==> config.mk <==
export PLATFORM = sky130hd
export DESIGN_NAME = rgb_hsv_color_window_classifier
export DESIGN_NICKNAME = d
export VERILOG_FILES = /design/src/rtl/rhcw_pkg.sv /design/src/rtl/rgb_hsv_color_window_classifier.sv /design/src/rtl/rhcw_front.sv /design/src/rtl/rhcw_div_cell.sv /design/src/rtl/rhcw_window.sv
export VERILOG_INCLUDE_DIRS = /design/src /design/src/rtl
export SDC_FILE = /design/constraint.sdc
export NUM_CORES = 2
export LEC_CHECK = 0
export BUFFER_PORTS_ARGS = -buffer_cell sky130_fd_sc_hd__buf_4
export CORE_ASPECT_RATIO = 1.1
export CORE_MARGIN = 3
export CORE_UTILIZATION = 50
export DETAILED_ROUTE_END_ITERATION = 6
export MAX_ROUTING_LAYER = met4
export PLACE_DENSITY = 0.64
export SLEW_MARGIN = 20
export SYNTH_ARGS = -nofsm -noshare
export SYNTH_HDL_FRONTEND = slang
export SYNTH_SLANG_ARGS = --single-unit
==> constraint.sdc <==
create_clock -name i_clk -period 28.7 [get_ports i_clk]
set_input_delay 4.305 -clock i_clk [delete_from_list [all_inputs] [get_ports i_clk]]
set_output_delay 4.305 -clock i_clk [all_outputs]
set_load 0.01 [all_outputs]
==> src/rtl/rgb_hsv_color_window_classifier_defines.svh <==
// assertion macros for the classifier rtl
`ifndef RGB_HSV_COLOR_WINDOW_CLASSIFIER_DEFINES_SVH
`define RGB_HSV_COLOR_WINDOW_CLASSIFIER_DEFINES_SVH

// implication checked on every clock edge outside reset
`define RHCW_ASSERT_IMPLY(lbl, ante, cons) \
    lbl: assert property (@(posedge i_clk) disable iff (!i_rst_n) (ante) |-> (cons)) \
        else $error("implication check failed");

// condition that must hold on every clock edge outside reset
`define RHCW_ASSERT_ALWAYS(lbl, cond) \
    lbl: assert property (@(posedge i_clk) disable iff (!i_rst_n) (cond)) \
        else $error("invariant check failed");

`endif

==> src/rtl/rhcw_pkg.sv <==
// ----------------------------------------------------------------------------
// rhcw_pkg
// Shared types, widths and helpers of the rgb to hsv color window classifier.
// ----------------------------------------------------------------------------
`timescale 1ns / 1ps

package rhcw_pkg;

    localparam int PIX_W    = 8;
    localparam int COL_W    = 12;
    localparam int WIN_W    = 48;
    localparam int CFG_IDX_W = 2;
    localparam int CLS_W    = 2;
    localparam int QUO_W    = 8;
    // saturation divide: (510*d + max) / (2*max)
    localparam int SREM_W   = 17;
    localparam int SDIV_W   = 9;
    // hue divide: (510*n + 6*d) / (12*d)
    localparam int HREM_W   = 20;
    localparam int HDIV_W   = 12;

    localparam int DEF_LAST_COLUMN = 640;

    // register indexes
    localparam logic [CFG_IDX_W-1:0] REG_RED    = 2'd0;
    localparam logic [CFG_IDX_W-1:0] REG_YELLOW = 2'd1;
    localparam logic [CFG_IDX_W-1:0] REG_BLUE   = 2'd2;

    // class codes
    localparam logic [CLS_W-1:0] CLS_NONE   = 2'd0;
    localparam logic [CLS_W-1:0] CLS_RED    = 2'd1;
    localparam logic [CLS_W-1:0] CLS_YELLOW = 2'd2;
    localparam logic [CLS_W-1:0] CLS_BLUE   = 2'd3;

    localparam logic [WIN_W-1:0] RST_RED_WIN    = 48'hFF44FF7CFF00;
    localparam logic [WIN_W-1:0] RST_YELLOW_WIN = 48'hFF9EFF443012;
    localparam logic [WIN_W-1:0] RST_BLUE_WIN   = 48'h6A1DFF5AAA47;

    // one pixel moving down the divider row
    typedef struct packed {
        logic [PIX_W-1:0]  val;
        logic [SREM_W-1:0] s_rem;
        logic [SDIV_W-1:0] s_div;
        logic [HREM_W-1:0] h_rem;
        logic [HDIV_W-1:0] h_div;
        logic [QUO_W-1:0]  s_q;
        logic [QUO_W-1:0]  h_q;
    } t_div_slot;

    // low exclusive, high inclusive test on all three components
    function automatic logic in_window(input logic [WIN_W-1:0] w,
                                       input logic [PIX_W-1:0] h,
                                       input logic [PIX_W-1:0] s,
                                       input logic [PIX_W-1:0] v);
        return (h > w[7:0])   && (h <= w[15:8])
            && (s > w[23:16]) && (s <= w[31:24])
            && (v > w[39:32]) && (v <= w[47:40]);
    endfunction

endpackage

==> src/rtl/rgb_hsv_color_window_classifier.sv <==
// ----------------------------------------------------------------------------
// rgb_hsv_color_window_classifier
// Converts BGR pixels to 8-bit HSV and classifies them against three windows.
// ----------------------------------------------------------------------------
// Usage:
//   A pixel transfer happens on a clock edge with start high and busy low.
//   busy is always low: a pixel may be offered on every cycle.
//   Each pixel gives one result, shown for one cycle with o_strobe high,
//   in input order. Throughput is one pixel per cycle. The pipeline is one
//   entry stage, a row of eight divide cells (one quotient bit of hue and
//   saturation each) and one window stage.
//   The receiver cannot stall; results must be taken as they appear.
//   Window registers are written through the cfg channel (always ready),
//   index 0 red, 1 yellow, 2 blue; index 3 is ignored. Write only while no
//   pixel is in flight.
//   Synchronous reset empties the pipeline and loads the default windows.
// ----------------------------------------------------------------------------
`timescale 1ns / 1ps

module rgb_hsv_color_window_classifier #(
    parameter int LAST_COLUMN = rhcw_pkg::DEF_LAST_COLUMN
) (
    input  logic                             i_clk,
    input  logic                             i_rst_n,
    input  logic                             start,
    output logic                             busy,
    input  logic [rhcw_pkg::PIX_W-1:0]       i_blue_level,
    input  logic [rhcw_pkg::PIX_W-1:0]       i_green_level,
    input  logic [rhcw_pkg::PIX_W-1:0]       i_red_level,
    input  logic [rhcw_pkg::COL_W-1:0]       i_column_index,
    input  logic                             i_cfg_valid,
    output logic                             o_cfg_ready,
    input  logic [rhcw_pkg::CFG_IDX_W-1:0]   i_cfg_index,
    input  logic [rhcw_pkg::WIN_W-1:0]       i_cfg_data,
    output logic                             o_strobe,
    output logic                             o_mask_bit,
    output logic [rhcw_pkg::CLS_W-1:0]       o_matched_class,
    output logic [rhcw_pkg::PIX_W-1:0]       o_hue_level,
    output logic [rhcw_pkg::PIX_W-1:0]       o_saturation_level,
    output logic [rhcw_pkg::PIX_W-1:0]       o_value_level
);
    import rhcw_pkg::*;
    `include "rgb_hsv_color_window_classifier_defines.svh"

    logic [WIN_W-1:0] r_red_win, r_yellow_win, r_blue_win;
    logic             accept;
    logic             vld [0:QUO_W];
    t_div_slot        slot [0:QUO_W];

    assign busy        = 1'b0;
    assign o_cfg_ready = 1'b1;
    assign accept      = start && !busy;

    // window registers
    always_ff @(posedge i_clk) begin
        if (!i_rst_n) begin
            r_red_win    <= RST_RED_WIN;
            r_yellow_win <= RST_YELLOW_WIN;
            r_blue_win   <= RST_BLUE_WIN;
        end else if (i_cfg_valid && o_cfg_ready) begin
            case (i_cfg_index)
                REG_RED:    r_red_win    <= i_cfg_data;
                REG_YELLOW: r_yellow_win <= i_cfg_data;
                REG_BLUE:   r_blue_win   <= i_cfg_data;
                default:    ;
            endcase
        end
    end

    // entry stage
    rhcw_front #(
        .LAST_COLUMN (LAST_COLUMN)
    ) u_front (
        .i_clk   (i_clk),
        .i_rst_n (i_rst_n),
        .i_valid (accept),
        .i_blue  (i_blue_level),
        .i_green (i_green_level),
        .i_red   (i_red_level),
        .i_col   (i_column_index),
        .o_valid (vld[0]),
        .o_slot  (slot[0])
    );

    // divider row, most significant quotient bit first
    for (genvar k = 0; k < QUO_W; k++) begin : g_cell
        rhcw_div_cell #(
            .BIT (QUO_W - 1 - k)
        ) u_cell (
            .i_clk   (i_clk),
            .i_rst_n (i_rst_n),
            .i_valid (vld[k]),
            .i_slot  (slot[k]),
            .o_valid (vld[k+1]),
            .o_slot  (slot[k+1])
        );
    end

    // window test and output register
    rhcw_window u_window (
        .i_clk        (i_clk),
        .i_rst_n      (i_rst_n),
        .i_valid      (vld[QUO_W]),
        .i_slot       (slot[QUO_W]),
        .i_red_win    (r_red_win),
        .i_yellow_win (r_yellow_win),
        .i_blue_win   (r_blue_win),
        .o_strobe     (o_strobe),
        .o_mask       (o_mask_bit),
        .o_class      (o_matched_class),
        .o_hue        (o_hue_level),
        .o_sat        (o_saturation_level),
        .o_val        (o_value_level)
    );

    // a zero component can never pass a window
    `RHCW_ASSERT_IMPLY(a_val_zero_no_match, o_strobe && (o_value_level == '0), !o_mask_bit)
    `RHCW_ASSERT_IMPLY(a_sat_zero_no_match, o_strobe && (o_saturation_level == '0), !o_mask_bit)
    // gray pixels carry no hue
    `RHCW_ASSERT_IMPLY(a_gray_no_hue, o_strobe && (o_saturation_level == '0), o_hue_level == '0)
    `RHCW_ASSERT_ALWAYS(a_never_busy, !busy)

endmodule

==> src/rtl/rhcw_front.sv <==
// ----------------------------------------------------------------------------
// rhcw_front
// Entry stage: max, min, delta, hue numerator and both divide operands.
// ----------------------------------------------------------------------------
`timescale 1ns / 1ps

module rhcw_front #(
    parameter int LAST_COLUMN = rhcw_pkg::DEF_LAST_COLUMN
) (
    input  logic                          i_clk,
    input  logic                          i_rst_n,
    input  logic                          i_valid,
    input  logic [rhcw_pkg::PIX_W-1:0]    i_blue,
    input  logic [rhcw_pkg::PIX_W-1:0]    i_green,
    input  logic [rhcw_pkg::PIX_W-1:0]    i_red,
    input  logic [rhcw_pkg::COL_W-1:0]    i_col,
    output logic                          o_valid,
    output rhcw_pkg::t_div_slot           o_slot
);
    import rhcw_pkg::*;

    logic [PIX_W-1:0]  mx, mn, dl;
    logic signed [12:0] t0, t1, d6;
    logic [10:0]        nh;
    logic               r_valid;
    t_div_slot          r_slot, n_slot;

    // extremes and delta
    always_comb begin
        mx = i_red;
        if (i_green > mx) mx = i_green;
        if (i_blue  > mx) mx = i_blue;
        mn = i_red;
        if (i_green < mn) mn = i_green;
        if (i_blue  < mn) mn = i_blue;
        dl = mx - mn;
    end

    // hue numerator over 6*delta, wrapped into [0, 6*delta)
    always_comb begin
        d6 = 13'(dl) * 13'sd6;
        if (mx == i_red) begin
            t0 = 13'(i_green) - 13'(i_blue);
            if (t0 < 0) t0 = t0 + d6;
        end else if (mx == i_green) begin
            t0 = 13'(dl) * 13'sd2 + 13'(i_blue) - 13'(i_red);
        end else begin
            t0 = 13'(dl) * 13'sd4 + 13'(i_red) - 13'(i_green);
        end
        t1 = (t0 >= d6) ? t0 - d6 : t0;
        nh = t1[10:0];
    end

    // divide operands; out-of-line pixels give all-zero results, gray ones zero hue and saturation
    always_comb begin
        n_slot = '0;
        n_slot.s_div = SDIV_W'(1);
        n_slot.h_div = HDIV_W'(1);
        if (i_col <= COL_W'(LAST_COLUMN)) begin
            n_slot.val = mx;
            if (dl != '0) begin
                n_slot.s_rem = SREM_W'(dl) * SREM_W'(510) + SREM_W'(mx);
                n_slot.s_div = {mx, 1'b0};
                n_slot.h_rem = HREM_W'(nh) * HREM_W'(510) + HREM_W'(dl) * HREM_W'(6);
                n_slot.h_div = HDIV_W'(dl) * HDIV_W'(12);
            end
        end
    end

    always_ff @(posedge i_clk) begin
        if (!i_rst_n) begin
            r_valid <= 1'b0;
        end else begin
            r_valid <= i_valid;
        end
    end

    always_ff @(posedge i_clk) begin
        r_slot <= n_slot;
    end

    assign o_valid = r_valid;
    assign o_slot  = r_slot;

endmodule

==> src/rtl/rhcw_div_cell.sv <==
// ----------------------------------------------------------------------------
// rhcw_div_cell
// One restoring divide step: settles one quotient bit of hue and saturation.
// ----------------------------------------------------------------------------
`timescale 1ns / 1ps

module rhcw_div_cell #(
    parameter int BIT = 7
) (
    input  logic                i_clk,
    input  logic                i_rst_n,
    input  logic                i_valid,
    input  rhcw_pkg::t_div_slot i_slot,
    output logic                o_valid,
    output rhcw_pkg::t_div_slot o_slot
);
    import rhcw_pkg::*;

    logic [SREM_W-1:0] s_sh;
    logic [HREM_W-1:0] h_sh;
    logic              r_valid;
    t_div_slot         r_slot, n_slot;

    // trial subtract of the shifted divisors
    always_comb begin
        s_sh   = SREM_W'(i_slot.s_div) << BIT;
        h_sh   = HREM_W'(i_slot.h_div) << BIT;
        n_slot = i_slot;
        if (i_slot.s_rem >= s_sh) begin
            n_slot.s_rem    = i_slot.s_rem - s_sh;
            n_slot.s_q[BIT] = 1'b1;
        end
        if (i_slot.h_rem >= h_sh) begin
            n_slot.h_rem    = i_slot.h_rem - h_sh;
            n_slot.h_q[BIT] = 1'b1;
        end
    end

    always_ff @(posedge i_clk) begin
        if (!i_rst_n) begin
            r_valid <= 1'b0;
        end else begin
            r_valid <= i_valid;
        end
    end

    always_ff @(posedge i_clk) begin
        r_slot <= n_slot;
    end

    assign o_valid = r_valid;
    assign o_slot  = r_slot;

endmodule

==> src/rtl/rhcw_window.sv <==
// ----------------------------------------------------------------------------
// rhcw_window
// Tests red, yellow and blue windows in order and registers the result.
// ----------------------------------------------------------------------------
`timescale 1ns / 1ps

module rhcw_window (
    input  logic                          i_clk,
    input  logic                          i_rst_n,
    input  logic                          i_valid,
    input  rhcw_pkg::t_div_slot           i_slot,
    input  logic [rhcw_pkg::WIN_W-1:0]    i_red_win,
    input  logic [rhcw_pkg::WIN_W-1:0]    i_yellow_win,
    input  logic [rhcw_pkg::WIN_W-1:0]    i_blue_win,
    output logic                          o_strobe,
    output logic                          o_mask,
    output logic [rhcw_pkg::CLS_W-1:0]    o_class,
    output logic [rhcw_pkg::PIX_W-1:0]    o_hue,
    output logic [rhcw_pkg::PIX_W-1:0]    o_sat,
    output logic [rhcw_pkg::PIX_W-1:0]    o_val
);
    import rhcw_pkg::*;

    logic [CLS_W-1:0] n_class, r_class;
    logic             r_strobe;
    logic [PIX_W-1:0] r_hue, r_sat, r_val;

    // first matching window wins
    always_comb begin
        if (in_window(i_red_win, i_slot.h_q, i_slot.s_q, i_slot.val)) begin
            n_class = CLS_RED;
        end else if (in_window(i_yellow_win, i_slot.h_q, i_slot.s_q, i_slot.val)) begin
            n_class = CLS_YELLOW;
        end else if (in_window(i_blue_win, i_slot.h_q, i_slot.s_q, i_slot.val)) begin
            n_class = CLS_BLUE;
        end else begin
            n_class = CLS_NONE;
        end
    end

    always_ff @(posedge i_clk) begin
        if (!i_rst_n) begin
            r_strobe <= 1'b0;
        end else begin
            r_strobe <= i_valid;
        end
    end

    always_ff @(posedge i_clk) begin
        r_class <= n_class;
        r_hue   <= i_slot.h_q;
        r_sat   <= i_slot.s_q;
        r_val   <= i_slot.val;
    end

    assign o_strobe = r_strobe;
    assign o_mask   = (r_class != CLS_NONE);
    assign o_class  = r_class;
    assign o_hue    = r_hue;
    assign o_sat    = r_sat;
    assign o_val    = r_val;

endmodule

==> impl_metrics.csv <==
group,metric,value,unit
worst_setup_path,cp_slowest_stage_delay,0.75,ns
clock_tree,cts_tree,"done",
worst_setup_path,arrival,21.27,ns
clock_tree,cts_num_sinks,756,
routing,first_pass_iters,5,
worst_setup_path,worstSetupEndpointType,"flop",
sta,slew_viol_final,0,
logic_synthesis,synthFlopType,"dfxtp_1",
routing,drt-total-wl,95100,um
sta,setup_viol,0,
logic_synthesis,synth-warning-count,0,
sta,relSlewSlack,0.326,
routing,drt-initial-drc-count,1567,
global_routing,grt_pass1_wl,154000,um
worst_hold_path,worstHoldEndpoint,"g_cell[7].u_cell.o_slot[5]",
logic_synthesis,synth_edf_count,0,
clock_tree,ctsResizeCount,0,
clock_tree,cts_max_path_buffers,3,
routing,avgViaCountPerCell,5.30,
worst_setup_path,cp_slowest_cell,"a31oi_2",
floorplanning,die_h,304,um
clock_tree,ctsHoldBuffers,0,
cells_and_area,mostFrequentLayoutCell,"dfxtp_1",
logic_synthesis,seq_area_frac_synth,0.375,
sta,worstMarginPinSlew,1.01,ns
sta,finClkSkew,0.0242,ns
clock_tree,clkTransAtPathRegs,0.06,ns
place,routabilityCongestion,0.949,
sta,post-route-period-util,0.722,
worst_setup_path,r2r_start,"g_cell[4].u_cell.o_slot[18]",
clock_tree,clk_latency,0.60,ns
global_routing,grt_pass1_vias,29665,
worst_setup_path,critPathTopFamily,"compound AO/OA/AOI/OAI gates",
sta,period_minus_slack,20.72,ns
routing,vias,29887,
routing,wl_per_cell,16.9,um
clock_tree,cts_max_level,3,
worst_setup_path,critPathKind,"input pin to flop",
sta,hold_viol,0,
clock_tree,cts_made_buffers,74,
logic_synthesis,syn_avg_cell_area,9.10,um^2
global_routing,grt_start_max_net_pins,85,
cells_and_area,layout.cells.most_common_list,"dfxtp_1, inv_1, ha_1",
floorplanning,rows,108,
cells_and_area,layout.nets,5205,
cells_and_area,drive_above_1_share,0.0714,
worst_hold_path,holdCritStartpoint,"g_cell[6].u_cell.o_slot[5]",
clock_tree,root_buffer,"clkbuf_16",
logic_synthesis,synth_fp_nets,5102,
global_routing,antenna_found_initial,0,
place,io_buffers,117,
worst_hold_path,hp-class,"flop to flop",
cells_and_area,n_antenna_cell,0,
sta,finalSetupTns,0,ns
logic_synthesis,async_reset_ff_frac,0,
routing,drcViolationCount,0,
worst_setup_path,critPathLaunch,"i_red_level[5]",
worst_setup_path,crit_required,29.25,ns
logic_synthesis,netlist_area,40400,um^2
logic_synthesis,synth_cell_types,105,
routing,ant_nets,0,
place,place_inst,5506,
global_routing,grt_usage,0.230,
status,status,"finished clean",
place,hpwlAfterDp,74700,um
floorplanning,die_width,277,um
cells_and_area,fin_util,0.562,
floorplanning,fp.dieArea,84200,um^2
worst_setup_path,cp-start-kind,"input pin",
logic_synthesis,ys_ff_latch,756,
cells_and_area,final_cells,5640,
worst_setup_path,rr_endpoint,"g_cell[5].u_cell.o_slot[46]",
sta,clock.fmax,48.3,MHz
sta,rsz0062_at_grt,"false",
floorplanning,core,79500,um^2
worst_hold_path,whs_path_depth,0,
cells_and_area,syn_to_final_growth,10.7,%
worst_setup_path,cp_num_buf_inv,7,
logic_synthesis,syn_inst,4434,
worst_setup_path,path_common_cell,"ha_1",
clock_tree,post_cts_buffers,0,
flow_run,drv_cap,0,
worst_setup_path,path_max_fanout,29,
floorplanning,pin_count,120,
floorplanning,start_util,0.508,
global_routing,overflow,0,
worst_setup_path,r2r_setup_slack,24.36,ns
worst_setup_path,r2r_cells,18,
## worst max path at each step
stage	to	cells after the start
2_1_floorplan	u_front.o_slot[47]	66
3_3_place_gp	u_front.o_slot[47]	65
3_5_place_dp	u_front.o_slot[47]	65
4_1_cts	u_front.o_slot[47]	65
5_1_grt	u_front.o_slot[47]	65
6_report	u_front.o_slot[47]	65
## worst reg2reg max path, cell delays in order, from the launching register on
cell      delay [ns]
dfxtp_1         0.35
inv_1           0.05
ha_1            0.35
nor2b_1         0.15
o21ai_0         0.20
a21boi_0        0.16
o21ai_0         0.22
a21boi_0        0.14
o21ai_0         0.22
a21boi_0        0.15
o21ai_0         0.16
nand2_1         0.08
and2_1          0.17
o21ai_0         0.32
and3_1          0.75
inv_1           0.31
nand2_1         0.20
nor4_1          0.07
xor2_1          0.15
## synth_stat cells (all sizes together), types with 5 or more instances
cell type / instances / share of area
a21o: 108 / 0.020
xnor2: 158 / 0.034
and3: 10 / 0.0017
nand2: 392 / 0.037
a211oi: 21 / 0.0044
a31oi: 10 / 0.0019
a21boi: 68 / 0.013
nand3: 51 / 0.0069
o31a: 7 / 0.0015
o2bb2ai: 5 / 0.0011
nor3: 56 / 0.0073
or2: 7 / 0.0011
mux2i: 34 / 0.0087
o21ai: 196 / 0.024
nor3b: 9 / 0.0017
o211ai: 90 / 0.017
a211o: 5 / 0.0011
a221oi: 6 / 0.0015
buf: 18 / 0.0032
and2: 32 / 0.0050
inv: 580 / 0.054
nand3b: 5 / 0.00093
clkbuf: 84 / 0.0078
ha: 495 / 0.15
nor2: 252 / 0.024
o31ai: 27 / 0.0050
o21a: 21 / 0.0039
nor2b: 75 / 0.012
and4: 9 / 0.0020
a21oi: 285 / 0.036
mux2: 26 / 0.0081
nand4: 67 / 0.011
or4: 13 / 0.0024
nor4: 32 / 0.0051
or3: 20 / 0.0033
o22ai: 8 / 0.0012
xor2: 96 / 0.021
nand2b: 82 / 0.013
fa: 83 / 0.041
o21bai: 54 / 0.010
dfxtp: 756 / 0.37
o2111ai: 5 / 0.0011
nand4b: 6 / 0.0013
a2111oi: 7 / 0.0015
## registers in the layout, indices dropped and copies added, names as in the netlist, 8 cells and up
| name | cells |
|---|---|
| g_cell.u_cell.o_slot | 514 |
| g_cell.u_cell.o_valid | 8 |
| r_red_win | 48 |
| r_yellow_win | 48 |
| r_blue_win | 48 |
| u_window.o_sat | 8 |
| u_front.o_slot | 62 |
| u_window.o_val | 8 |
| u_window.o_hue | 8 |
## layer usage
metal  track usage  vias to the layer above  wire length [um]
met1         0.275                    13930             41700
li1              -                    15268                 -
met4        0.0787                        0              3050
met2         0.403                      535             46900
met5             -                        -                 0
met3        0.0232                      154              3480
## layout make-up
class | count | area (um^2)
Tap cell | 1045 | 1310
Inverter | 581 | 2180
Multi-Input combinational cell | 2995 | 22600
Timing Repair Buffer | 129 | 968
Sequential cell | 756 | 15100
Clock inverter | 39 | 403
Fill cell | 7234 | 34800
Clock buffer | 95 | 2060
## metrics by stage
| step | cell area (um^2) | hold WS, ns | setup slack (ns) |
|---|---|---|---|
| 2_1_floorplan | 40400 | 0.310 | 10.55 |
| 3_3_place_gp | 42200 | 0.310 | 7.84 |
| 3_5_place_dp | 42200 | 0.312 | 7.55 |
| 4_1_cts | 44700 | 0.303 | 8.16 |
| 5_1_grt | 44700 | 0.307 | 6.75 |
| 6_report | 44700 | 0.304 | 7.98 |
## logic make-up after synthesis
logic type	count (synthesis)	synth area share
AND/OR/NAND/NOR	1134	0.138
AO/OA/AOI/OAI	961	0.153
flip-flops	756	0.375
buffers and inverters	683	0.0651
adder cells (fa/ha/maj)	582	0.196
XOR/XNOR	256	0.0567
multiplexers	60	0.0168
other	2	0.000186
Power is not shown: default switching activity piles up to over one toggle a cycle in this logic, so the estimate is an artifact.
